## config.mk

```make
export PLATFORM = sky130hd
export DESIGN_NAME = tksl_cell
export DESIGN_NICKNAME = d
export VERILOG_FILES = /design/src/hw/rtl/tksl_pkg.sv /design/src/hw/rtl/tksl_cell.sv
export SDC_FILE = /design/constraint.sdc
export NUM_CORES = 1
export LEC_CHECK = 0
export ABC_AREA = 1
export BUFFER_PORTS_ARGS = -buffer_cell sky130_fd_sc_hd__clkbuf_2
export CORE_MARGIN = 5
export CORE_UTILIZATION = 40
export CTS_CLUSTER_SIZE = 24
export DETAILED_ROUTE_END_ITERATION = 6
export PLACE_DENSITY = 0.74
export SKIP_LAST_GASP = 1
export SYNTH_ARGS = -nofsm -noshare
export SYNTH_HDL_FRONTEND = slang
export SYNTH_SLANG_ARGS = --single-unit
```

## constraint.sdc

```tcl
create_clock -name clk -period 3.6 [get_ports clk]
set_clock_uncertainty 0.2 [all_clocks]
set_input_delay 0.72 -clock clk [delete_from_list [all_inputs] [get_ports clk]]
set_output_delay 0.72 -clock clk [all_outputs]
set_load 0.02 [all_outputs]
```

## src/hw/rtl/tksl_pkg.sv

```systemverilog
package tksl_pkg;

  // List size and the field widths of a request and a result.
  localparam int LIST_DEPTH = 64;
  localparam int OP_W       = 2;
  localparam int SCORE_W    = 16;
  localparam int ID_W       = 20;
  localparam int RANK_W     = 6;
  localparam int FILL_W     = 7;

  // Entry count holds 0 to LIST_DEPTH inclusive.
  localparam int COUNT_W = $clog2(LIST_DEPTH + 1);
  // Width that holds both a rank and a count for comparisons.
  localparam int CMP_W   = ((RANK_W > COUNT_W) ? RANK_W : COUNT_W) + 1;

  // Read select tree: cells are gathered in groups, with one register per group.
  localparam int GROUP_SIZE = 8;
  localparam int GROUP_CNT  = (LIST_DEPTH + GROUP_SIZE - 1) / GROUP_SIZE;

  typedef enum logic [OP_W-1:0] {
    OP_INSERT = 2'd0,
    OP_READ   = 2'd1,
    OP_CLEAR  = 2'd2,
    OP_NOP    = 2'd3
  } op_t;

  // One held (score, item id) pair.
  typedef struct packed {
    logic signed [SCORE_W-1:0] score;
    logic [ID_W-1:0]           item_id;
  } entry_t;

  // Per-cell control from the list controller.
  typedef struct packed {
    logic shift_en;  // an insert is being taken this cycle
    logic occupied;  // this cell holds a live entry
    logic prev_ge;   // left neighbor keeps its entry
  } cell_ctl_t;

endpackage

```

## src/hw/rtl/tksl_cell.sv

```systemverilog
module tksl_cell import tksl_pkg::*; (
  input  logic      clk,
  input  cell_ctl_t ctl,
  input  entry_t    cand,
  input  entry_t    prev,
  output entry_t    cur,
  output logic      ge
);

  entry_t entry;

  // A live entry with a score at least the candidate's stays in place.
  assign ge  = ctl.occupied && ($signed(entry.score) >= $signed(cand.score));
  assign cur = entry;

  // Otherwise the cell takes the candidate if it is the insert point,
  // or the left neighbor's entry if it lies past it.
  always_ff @(posedge clk) begin
    if (ctl.shift_en && !ge) begin
      entry <= ctl.prev_ge ? cand : prev;
    end
  end

endmodule

```

==> After elaboration in Yosys (flattened, before gate mapping) <==
Cells that the tools add are included.
{ "word_totals": {"regBits": 36, "elab_cells": 7, "inputBits": 76} }
{ "op_classes": {"magnitude_cmp": 1, "n_mux": 1, "n_reduce_logical": 3} }
{ "op_table": {"columns": ["cell", "count"], "rows": [
  ["$mux 36", 1],
  ["$ge 16x16->1", 1],
  ["$logic_and 1x1->1", 2],
  ["$logic_not 1->1", 1]
]} }

==> Longest topological paths before layout <==
Gate-level depths: netlist of run 1.
{ "logic_depth": {"word_depth": 4, "ltp_mapped": 15, "mapped_depth_nobuf": 15} }

==> Least setup slack after synthesis of run 1 <==
Ideal clock, no wire load.
{ "synth_timing": {"path_kind": "input-to-reg", "from": "in cand[35] (netlist name)", "to": "reg entry, in the netlist cur[0] (enable)", "path_buffers": 0, "cell_stages": 9, "t_arrival_ps": 2730, "slack_ps": 264, "cell_sequence": "inv_1 > ha_1 > a21oi_1 > o21ai_0 > a21oi_1 > nand2_1 > nand2_1 > nand3_2 > a21oi_2"} }
{ "synth_between": {"elab_chain_cells": 4} }
{ "synth_lines": {"columns": ["item", "line", "text"], "rows": [
  ["from (decl)", "tksl_cell.sv:4", "input entry_t cand,"],
  ["$ge 16x16->1", "tksl_cell.sv:13", "assign ge = ctl.occupied && ($signed(entry.score) >= $signed(cand.score));"],
  ["$logic_and 1x1->1", "tksl_cell.sv:13", null],
  ["$logic_not 1->1", "tksl_cell.sv:19", "if (ctl.shift_en && !ge) begin"],
  ["$logic_and 1x1->1", "tksl_cell.sv:19", null],
  ["to (signal assigned)", "tksl_cell.sv:20", "entry <= ctl.prev_ge ? cand : prev;"],
  ["to (decl)", "tksl_cell.sv:10", "entry_t entry;"]
]} }
Every way passes these cells.
A chain may end at the register's enable or synchronous reset.

==> Worst setup path in the final report of run 1 <==
{ "layout_timing": {"from": "in cand[35] (netlist name)", "to": "out ge"} }
{ "layout_between": {"elab_chain_cells": 2} }
{ "layout_lines": {"columns": ["item", "line", "text"], "rows": [
  ["$ge 16x16->1", "tksl_cell.sv:13", null],
  ["$logic_and 1x1->1", "tksl_cell.sv:13", null],
  ["to (decl)", "tksl_cell.sv:7", "output logic ge"]
]} }
Every way passes these cells.

==> reports/results.txt, run 1 <==
via/cell ratio - 4.53
routability cong. - 0.736
Int Pwr - 750 uW
Max stage delay on crit path - 340 ps
Gate power share - 23.8%
via count - 1,598
sequential share of the synthesized area - 55.5%
I/O pin count - 113
Worst Reg2Reg Path Length in Cells - 9
net switching power - 299 uW
Net Sw Frac - 28.5%
final antenna-violating net count - 0
Crit Path Class - input port to primary output
initial antenna violation count - 0
post-synthesis area per instance - 11.5 um2
# hold bufs at CTS - 0
Hold EP - cur[2]
fraction of layout cells with a size suffix above 1 - 50.3%
Total GRT Usage - 14.6%
Synth Cell Area - 1950 um2
Clock power frac - 26.2%
Slew headroom - 30.3%
share of power burned in registers - 50.0%
total length of routed wires - 4.53 mm
Mapped Cells - 170
Layout Nets - 377
Final Critical Period - 2990 ps
vias in the first global route - 1,680
Initial Util - 41.3%
setup TNS - 0 ps
crit path buf inv count - 4
Crit path max-delay family - compound AO/OA/AOI/OAI gates
Die H - 79.8 um
Worst-path clk slew - 70 ps
area leader, netlist - edfxtp_1
final hold vios - 0
VDD IR max - 232 uV
CTS root buf - clkbuf_8
CTS max path bufs - 2
r2r setup slk - 1270 ps
Synth Register Bits - 36
drc violations - 0
hold path depth - 2
f_max - 334 MHz
worst hold path class - input port to flip-flop
Filler cells - 407
DRT Pass-1 Iters - 4
P&R area growth vs syn - 36.8%
worst slew pin tran - 1050 ps
worst-path maximum fanout - 4
# setup viols final - 0
Final Max Slew Viols - 0
final core area utilization - 56.5%
later-pin clock latency in the skew report - 280 ps
Leak - 0.00132 uW
syn_nets - 262
crit path cell chain - clkbuf_2, inv_1, ha_1, a21oi_1, o21ai_0, a21oi_1, nand3_1, nand3_2, nand2_1, inv_1, clkbuf_2
Critical R2R Launch - cur[35]
largest cells by area after synthesis - edfxtp_1 (55%), mux2_2 (12%), ha_1 (10%)
Die Area - 6370 um2
max cap viols - 0
DR iter-0 viols - 48
CTS Buf Count - 5
Post CTS Setup Buffer Count - 0
port buffer count - 112
setup slack after layout - 610 ps
Crit. End Element - primary output
Startpoint Class - input port
critical path depth - 11
GR Overflow Total - 0
n_diodes - 0
share of the synthesized area in the top cell type - 55.5%
Hold Startpoint - prev[2]
largest net degree at the start of global routing - 52
max reg flops - 36
Arr. time, crit path - 2070 ps
Syn. warnings - 0
post-cts resize count - 0
CTS HTree Levels - 2
TritonCTS clock tree - yes
CTS Sinks - 36
slowest stage cell, crit path - ha_1
CP required - 2680 ps
DP Worst Slack - 605 ps
row count - 25
Post-DP HPWL - 3.59 mm
RSZ-0062 raised after global routing - false
status - finished clean
Yosys cell types - 17
first-pass GRT wire length - 7.23 mm
core area - 4720 um2
final worst path period share - 83.1%
width of the die - 79.8 um
drt wl/cell - 12.8 um
P per Cell Area - 393 nW/um2
FF-to-FF End - cur[8]
-- final cells by class --
cell class                 count  area [um2]  area share, %
clock buffer                   7        76.3           2.86
clock inverter                 1        3.75          0.141
inverter                      23        86.3           3.24
multi-input combinational    105         759           28.5
sequential                    36        1080           40.5
tap                           67        83.8           3.14
timing repair buffer         114         576           21.6
-- worst max path at each step --
stage,from,to,slack (ps)
after floorplan,cand[35],cur[0],260
after global placement,cand[35],ge,620
after detailed placement,cand[35],ge,610
after CTS,cand[35],ge,600
after global routing,cand[23],ge,450
final,cand[35],ge,610
-- per-stage QoR --
step / hold WS [ps] / cell area (um2) / cells / power (uW)
after CTS: 528 / 2670 / 353 / 1060
after global placement: 823 / 2590 / 345 / 780
after detailed placement: 824 / 2590 / 345 / 788
after global routing: 524 / 2670 / 353 / 1110
after floorplan: 740 / 1950 / 170 / 685
final: 538 / 2670 / 353 / 1050
-- cells in the mapped netlist (all sizes together) --
master / instances
edfxtp: 36
inv: 23
a21oi: 22
mux2: 21
nor2: 19
nand2: 18
ha: 16
buf: 6
nand3: 3
nand4: 2
nor3: 2
a21o: 1
o21ai: 1
-- layout by cell type, fill, tap and decap left out, types with 2 or more instances in the layout --
cell type  instances
clkbuf_8           5
edfxtp_1          36
a21oi_1           21
nor2_1            19
nand3_1            2
buf_4              2
nand2_1           17
nand4_1            2
clkbuf_2         112
mux2_2            21
ha_1              16
clkbuf_1           2
inv_1             23
-- kinds of logic after synthesis --
logic type / count (synthesis) / synth area share, %
AO/OA/AOI/OAI: 24 / 6.48
adder cells (fa/ha/maj): 16 / 10.3
buffers and inverters: 29 / 5.97
flip-flops: 36 / 55.5
multiplexers: 21 / 12.1
AND/OR/NAND/NOR: 44 / 9.69
-- per-layer routing --
layer  wire (um)  up-vias  GRT usage, %
li1            -      819             -
met1        1700      711          15.5
met2        2330       64          26.7
met3         454        4          5.64
met4          46        0          4.05
met5           0        -             0
-- power groups by stage --
| stage | logic [uW] | clock network (uW) | registers [uW] |
|---|---|---|---|
| after floorplan | 106 | 0 | 579 |
| after global placement | 248 | 0 | 532 |
| after detailed placement | 255 | 0 | 534 |
| after CTS | 257 | 283 | 524 |
| after global routing | 281 | 301 | 527 |
| final | 250 | 275 | 524 |
Note: power is estimated with default switching activity, not from simulation.
==> run 2, diff against run 1 <==
ABC_AREA = 0   (was 1)
PLACE_DENSITY = 0.77   (was 0.74)
clock period = 2.7 ns   (was 3.6 ns; I/O delays follow)
==> run 2 against run 1 <==
  * The flow now finishes with violations (setup timing)
  * Hold slack worse by 180 ps
  * Global-route usage up 0.52 points
  * Area after synthesis up 0.39%
  * Sequential cell count unchanged
  * Critical path type is now flip-flop to primary output
  * Largest power group unchanged
==> reports/results.txt, run 2 <==
status - complete, but fails checks
failing checks - setup timing
fraction of layout cells with a size suffix above 1 - 67.9%
sequential share of the synthesized area - 55.2%
routability cong. - 0.822
worst hold path class - input port to flip-flop
Non-Filler Instances - 338
Worst-path clk slew - 70 ps
slowest stage cell, crit path - edfxtp_1
crit path cell chain - ha_4, nand4_4, buf_6, nor2_4, a311oi_2, nand3_1, mux2i_1, buf_4
most common cell after layout, fill and taps aside - clkbuf_2
number of synthesized flops with an enable pin - 36
f_max - 351 MHz
register area - 1080 um2
final hold vios - 0
max reg flops - 36
initial antenna violation count - 0
area leader, netlist - edfxtp_1
Critical R2R Launch - cur[35]
Crit. End Element - primary output
total length of routed wires - 4.89 mm
Synth Cell Area - 1960 um2
later-pin clock latency in the skew report - 280 ps
largest cells by area after synthesis - edfxtp_1 (55%), mux2_2 (21%), ha_1 (10%)
CTS Buf Count - 5
via count - 1,576
width of the die - 79.9 um
cell with the most instances after synthesis - mux2_2
max cap viols - 0
worst slew pin tran - 437 ps
post-synthesis area per instance - 14.1 um2
share of power burned in registers - 46.8%
Net Sw Frac - 28.9%
Mapped Cells - 139
DRT Pass-1 Iters - 4
CTS max path bufs - 2
port buffer count - 112
DR iter-0 viols - 45
final worst path period share - 105%
CP required - 1960 ps
Post-synth top cells - mux2_2 (37), edfxtp_1 (36), inv_1 (17), ha_1 (16), a21oi_1 (6)
Max stage delay on crit path - 440 ps
FF-to-FF End - cur[12]
drc violations - 0
Cell Area, Placed - 2670 um2
Int Pwr - 1090 uW
Design Area, Final - 2950 um2
Synth async-reset ratio - 0%
Arr. time, crit path - 2110 ps
net switching power - 442 uW
# setup viols final - 1
P&R area growth vs syn - 50.6%
row count - 25
Crit Path Class - flip-flop to primary output
via/cell ratio - 4.66
GR Overflow Total - 0
Final Critical Period - 2850 ps
share of the synthesized area in the top cell type - 55.2%
Synth Register Bits - 36
Clock power frac - 23.7%
Final Max Slew Viols - 0
Total GRT Usage - 15.1%
VDD IR max - 310 uV
hold path depth - 2
Syn. warnings - 0
setup slack after layout - -146 ps
Yosys cell types - 21
core area - 4720 um2
final core area utilization - 62.4%
Layout Nets - 362
Initial Util - 41.4%
worst-path maximum fanout - 3
r2r setup slk - 80 ps
Gate power share - 29.5%
Slew headroom - 70.8%
Startpoint Class - flip-flop
most frequent cells in the layout - clkbuf_2 (111), mux2_2 (36), edfxtp_1 (36)
CTS root buf - clkbuf_8
RSZ-0062 raised after global routing - true
Filler cells - 365
multi-input logic area - 890 um2
Die H - 79.9 um
largest net degree at the start of global routing - 37
predominant post-synthesis flop cell - edfxtp_1
final antenna-violating net count - 0
Hold EP - cur[33]
n_diodes - 0
CTS Sinks - 36
Post-DP HPWL - 3.74 mm
drt wl/cell - 14.5 um
Setup crit start - cur[35]
first-pass GRT wire length - 7.35 mm
setup TNS - -146 ps
CTS HTree Levels - 2
Die Area - 6390 um2
vias in the first global route - 1,707
I/O pin count - 113
syn_nets - 231
Leak - 0.00137 uW
Hold Startpoint - prev[33]
P per Cell Area - 520 nW/um2
Worst Reg2Reg Path Length in Cells - 9
TritonCTS clock tree - yes
DP Cell Count - 322
[run 2: cells by family after synthesis]
kind of cell	synth area share (%)
multiplexers	21.8
flip-flops	55.2
buffers and inverters	4.22
adder cells (fa/ha/maj)	10.2
AND/OR/NAND/NOR	4.35
AO/OA/AOI/OAI	4.16
[run 2: cell type report]
| type | instances | share of cell area, % |
|---|---|---|
| flip-flops and latches | 36 | 36.7 |
| repair buffers | 128 | 25.3 |
| multi-input cells | 82 | 30.2 |
| well taps | 67 | 2.84 |
| clock buffers | 5 | 2.33 |
| inverters | 17 | 2.16 |
| clock inverters | 3 | 0.467 |
[run 2: layer usage]
metal,global-route usage (%),part of all wire [%]
met5,0,0
met3,5.76,10
met4,7.77,2.8
met2,26.1,46
met1,15.9,41
[run 2: worst max-delay path by stage]
| stage | cells after the start | end |
|---|---|---|
| floorplan | 7 | ge |
| global placement | 10 | ge |
| detailed placement | 10 | ge |
| CTS | 8 | ge |
| global route | 7 | ge |
| finish | 8 | ge |
[run 2: per-stage QoR]
step / worst slack (ps) / hold slack (ps) / total power, uW
floorplan: -38.2 / 560 / 939
global placement: -151 / 641 / 1110
detailed placement: -257 / 646 / 1120
CTS: -183 / 347 / 1500
global route: -305 / 349 / 1610
finish: -146 / 357 / 1530
[run 2: critical path: cells and delay by family (launching register included)]
| family | cells | cell delay (ps) |
|---|---|---|
| compound gates | 1 | 330 |
| fa+ha+maj | 1 | 280 |
| buf+inv | 2 | 280 |
| flops | 1 | 440 |
| mux | 1 | 190 |
| simple gates | 3 | 310 |
[run 2: power groups by stage]
stage	Clock (uW)	Sequential, uW	Combinational, uW
after floorplan	0	795	144
after global placement	0	724	383
after detailed placement	0	727	391
after CTS	377	716	409
after global routing	397	722	493
final	363	717	452
[run 2: what timing repair did]
item                                    CTS  global route
endpoints found under the setup margin    1            37
hold buffers                              0             0
buffers inserted                          4             3
gates cloned                              0             2
pin swaps                                 4             7
gates resized for setup                   5            11
==> run 3, diff against run 2 <==
SKIP_LAST_GASP = unset   (was 1)
==> run 3 against run 2 <==
  * Clock power barely moved
  * Largest power group unchanged
  * Worst setup slack improved by 3.9 ps
  * Final cell count did not move
  * Critical endpoint unchanged
  * Hold slack barely moved
  * The flow still finishes with violations (setup timing)
  * Maximum frequency rose by 0.14%
==> reports/results.txt, run 3 (same netlist as run 2, synthesis figures left out) <==
Worst-path clk slew - 70 ps
later-pin clock latency in the skew report - 280 ps
VDD IR max - 310 uV
Total GRT Usage - 15.1%
n_diodes - 0
Cell Area, Placed - 2670 um2
port buffer count - 112
Die Area - 6390 um2
setup slack after layout - -143 ps
CTS Sinks - 36
worst slew pin tran - 438 ps
Hold WS - 357 ps
worst hold path class - input port to flip-flop
CP required - 1960 ps
Post-DP HPWL - 3.74 mm
total length of routed wires - 4.90 mm
initial antenna violation count - 0
Slew headroom - 70.8%
largest net degree at the start of global routing - 37
CTS HTree Levels - 2
Arr. time, crit path - 2100 ps
I/O pin count - 113
routability cong. - 0.822
fraction of layout cells with a size suffix above 1 - 67.9%
Initial Util - 41.4%
Final Critical Period - 2840 ps
width of the die - 79.9 um
status - complete, but fails checks
P&R area growth vs syn - 50.6%
DRT Pass-1 Iters - 4
worst-path maximum fanout - 2
Design Area, Final - 2950 um2
crit path cell chain - ha_1, a21oi_2, nor2_4, a311oi_2, nand3_1, mux2i_1, buf_4
via/cell ratio - 4.66
Crit Path Class - flip-flop to primary output
CTS Buf Count - 5
max cap viols - 0
# setup viols final - 1
final worst path period share - 105%
CTS max path bufs - 2
max reg flops - 36
RSZ-0062 raised after global routing - true
drc violations - 0
most frequent cells in the layout - clkbuf_2 (111), mux2_2 (36), edfxtp_1 (36)
Max stage delay on crit path - 390 ps
Startpoint Class - flip-flop
Leak - 0.00137 uW
f_max - 352 MHz
final hold vios - 0
TritonCTS clock tree - yes
setup TNS - -143 ps
most common cell after layout, fill and taps aside - clkbuf_2
Final Max Slew Viols - 0
DR iter-0 viols - 52
slowest stage cell, crit path - edfxtp_1
Die H - 79.9 um
P per Cell Area - 520 nW/um2
first-pass GRT wire length - 7.35 mm
Layout Nets - 362
GR Overflow Total - 0
final antenna-violating net count - 0
Crit. End Element - primary output
via count - 1,576
vias in the first global route - 1,707
row count - 25
CTS root buf - clkbuf_8
failing checks - setup timing
core area - 4720 um2
drt wl/cell - 14.5 um
[run 3: where the power goes]
group | switching [uW] | internal [uW] | leakage, uW | total, uW
registers | 25.1 | 692 | 0.000343 | 717
clock network | 188 | 175 | 0.0000453 | 363
logic | 229 | 223 | 0.000985 | 452
[run 3: area by class of cell]
class	count	area, um2
Fill cell	365	1780
Sequential cell	36	1080
Multi-Input combinational cell	82	890
Timing Repair Buffer	128	747
Tap cell	67	83.8
Clock buffer	5	68.8
Inverter	17	63.8
Clock inverter	3	13.8
[run 3: worst max-delay path, delay by kind of cell, from the launching register on]
kind | cells | cell delay, ps
multiplexers | 1 | 190
adder cells (fa/ha/maj) | 1 | 320
AND/OR/NAND/NOR | 2 | 230
buffers and inverters | 1 | 160
AO/OA/AOI/OAI | 2 | 520
flip-flops | 1 | 390
[run 3: layer usage]
metal | vias up | global-route usage, % | share of wire, %
li1 | 780 | - | -
met1 | 697 | 15.9 | 41
met2 | 88 | 26.1 | 46
met3 | 11 | 5.76 | 10
met4 | 0 | 7.77 | 2.8
met5 | - | 0 | 0
[run 3: through the flow]
stage / setup WS, ps / utilization [%] / power, uW / cells
after floorplan: -38.2 / - / 939 / 139
after global placement: -151 / 56.5 / 1110 / 322
after detailed placement: -257 / 56.5 / 1120 / 322
after CTS: -181 / 59.7 / 1500 / 334
after global routing: -305 / 62.4 / 1610 / 338
final: -143 / 62.4 / 1530 / 338
[run 3: worst paths after layout]
path | slack (ps) | end | cells past startpoint | start
setup / recovery | -140 | ge | 7 | cur[29]
hold / removal | 360 | cur[33] | 2 | prev[33]
setup reg to reg | 80 | cur[12] | 8 | cur[29]
hold reg to reg | 1130 | cur[6] | 6 | cur[21]
[run 3: what timing repair did]
| item | in CTS | in global routing |
|---|---|---|
| setup buffers | 4 | 3 |
| resized for setup | 6 | 10 |
| endpoints found under the setup margin | 1 | 37 |
| cloned | 0 | 2 |
| hold buffers | 0 | 0 |
| pin swaps | 4 | 6 |
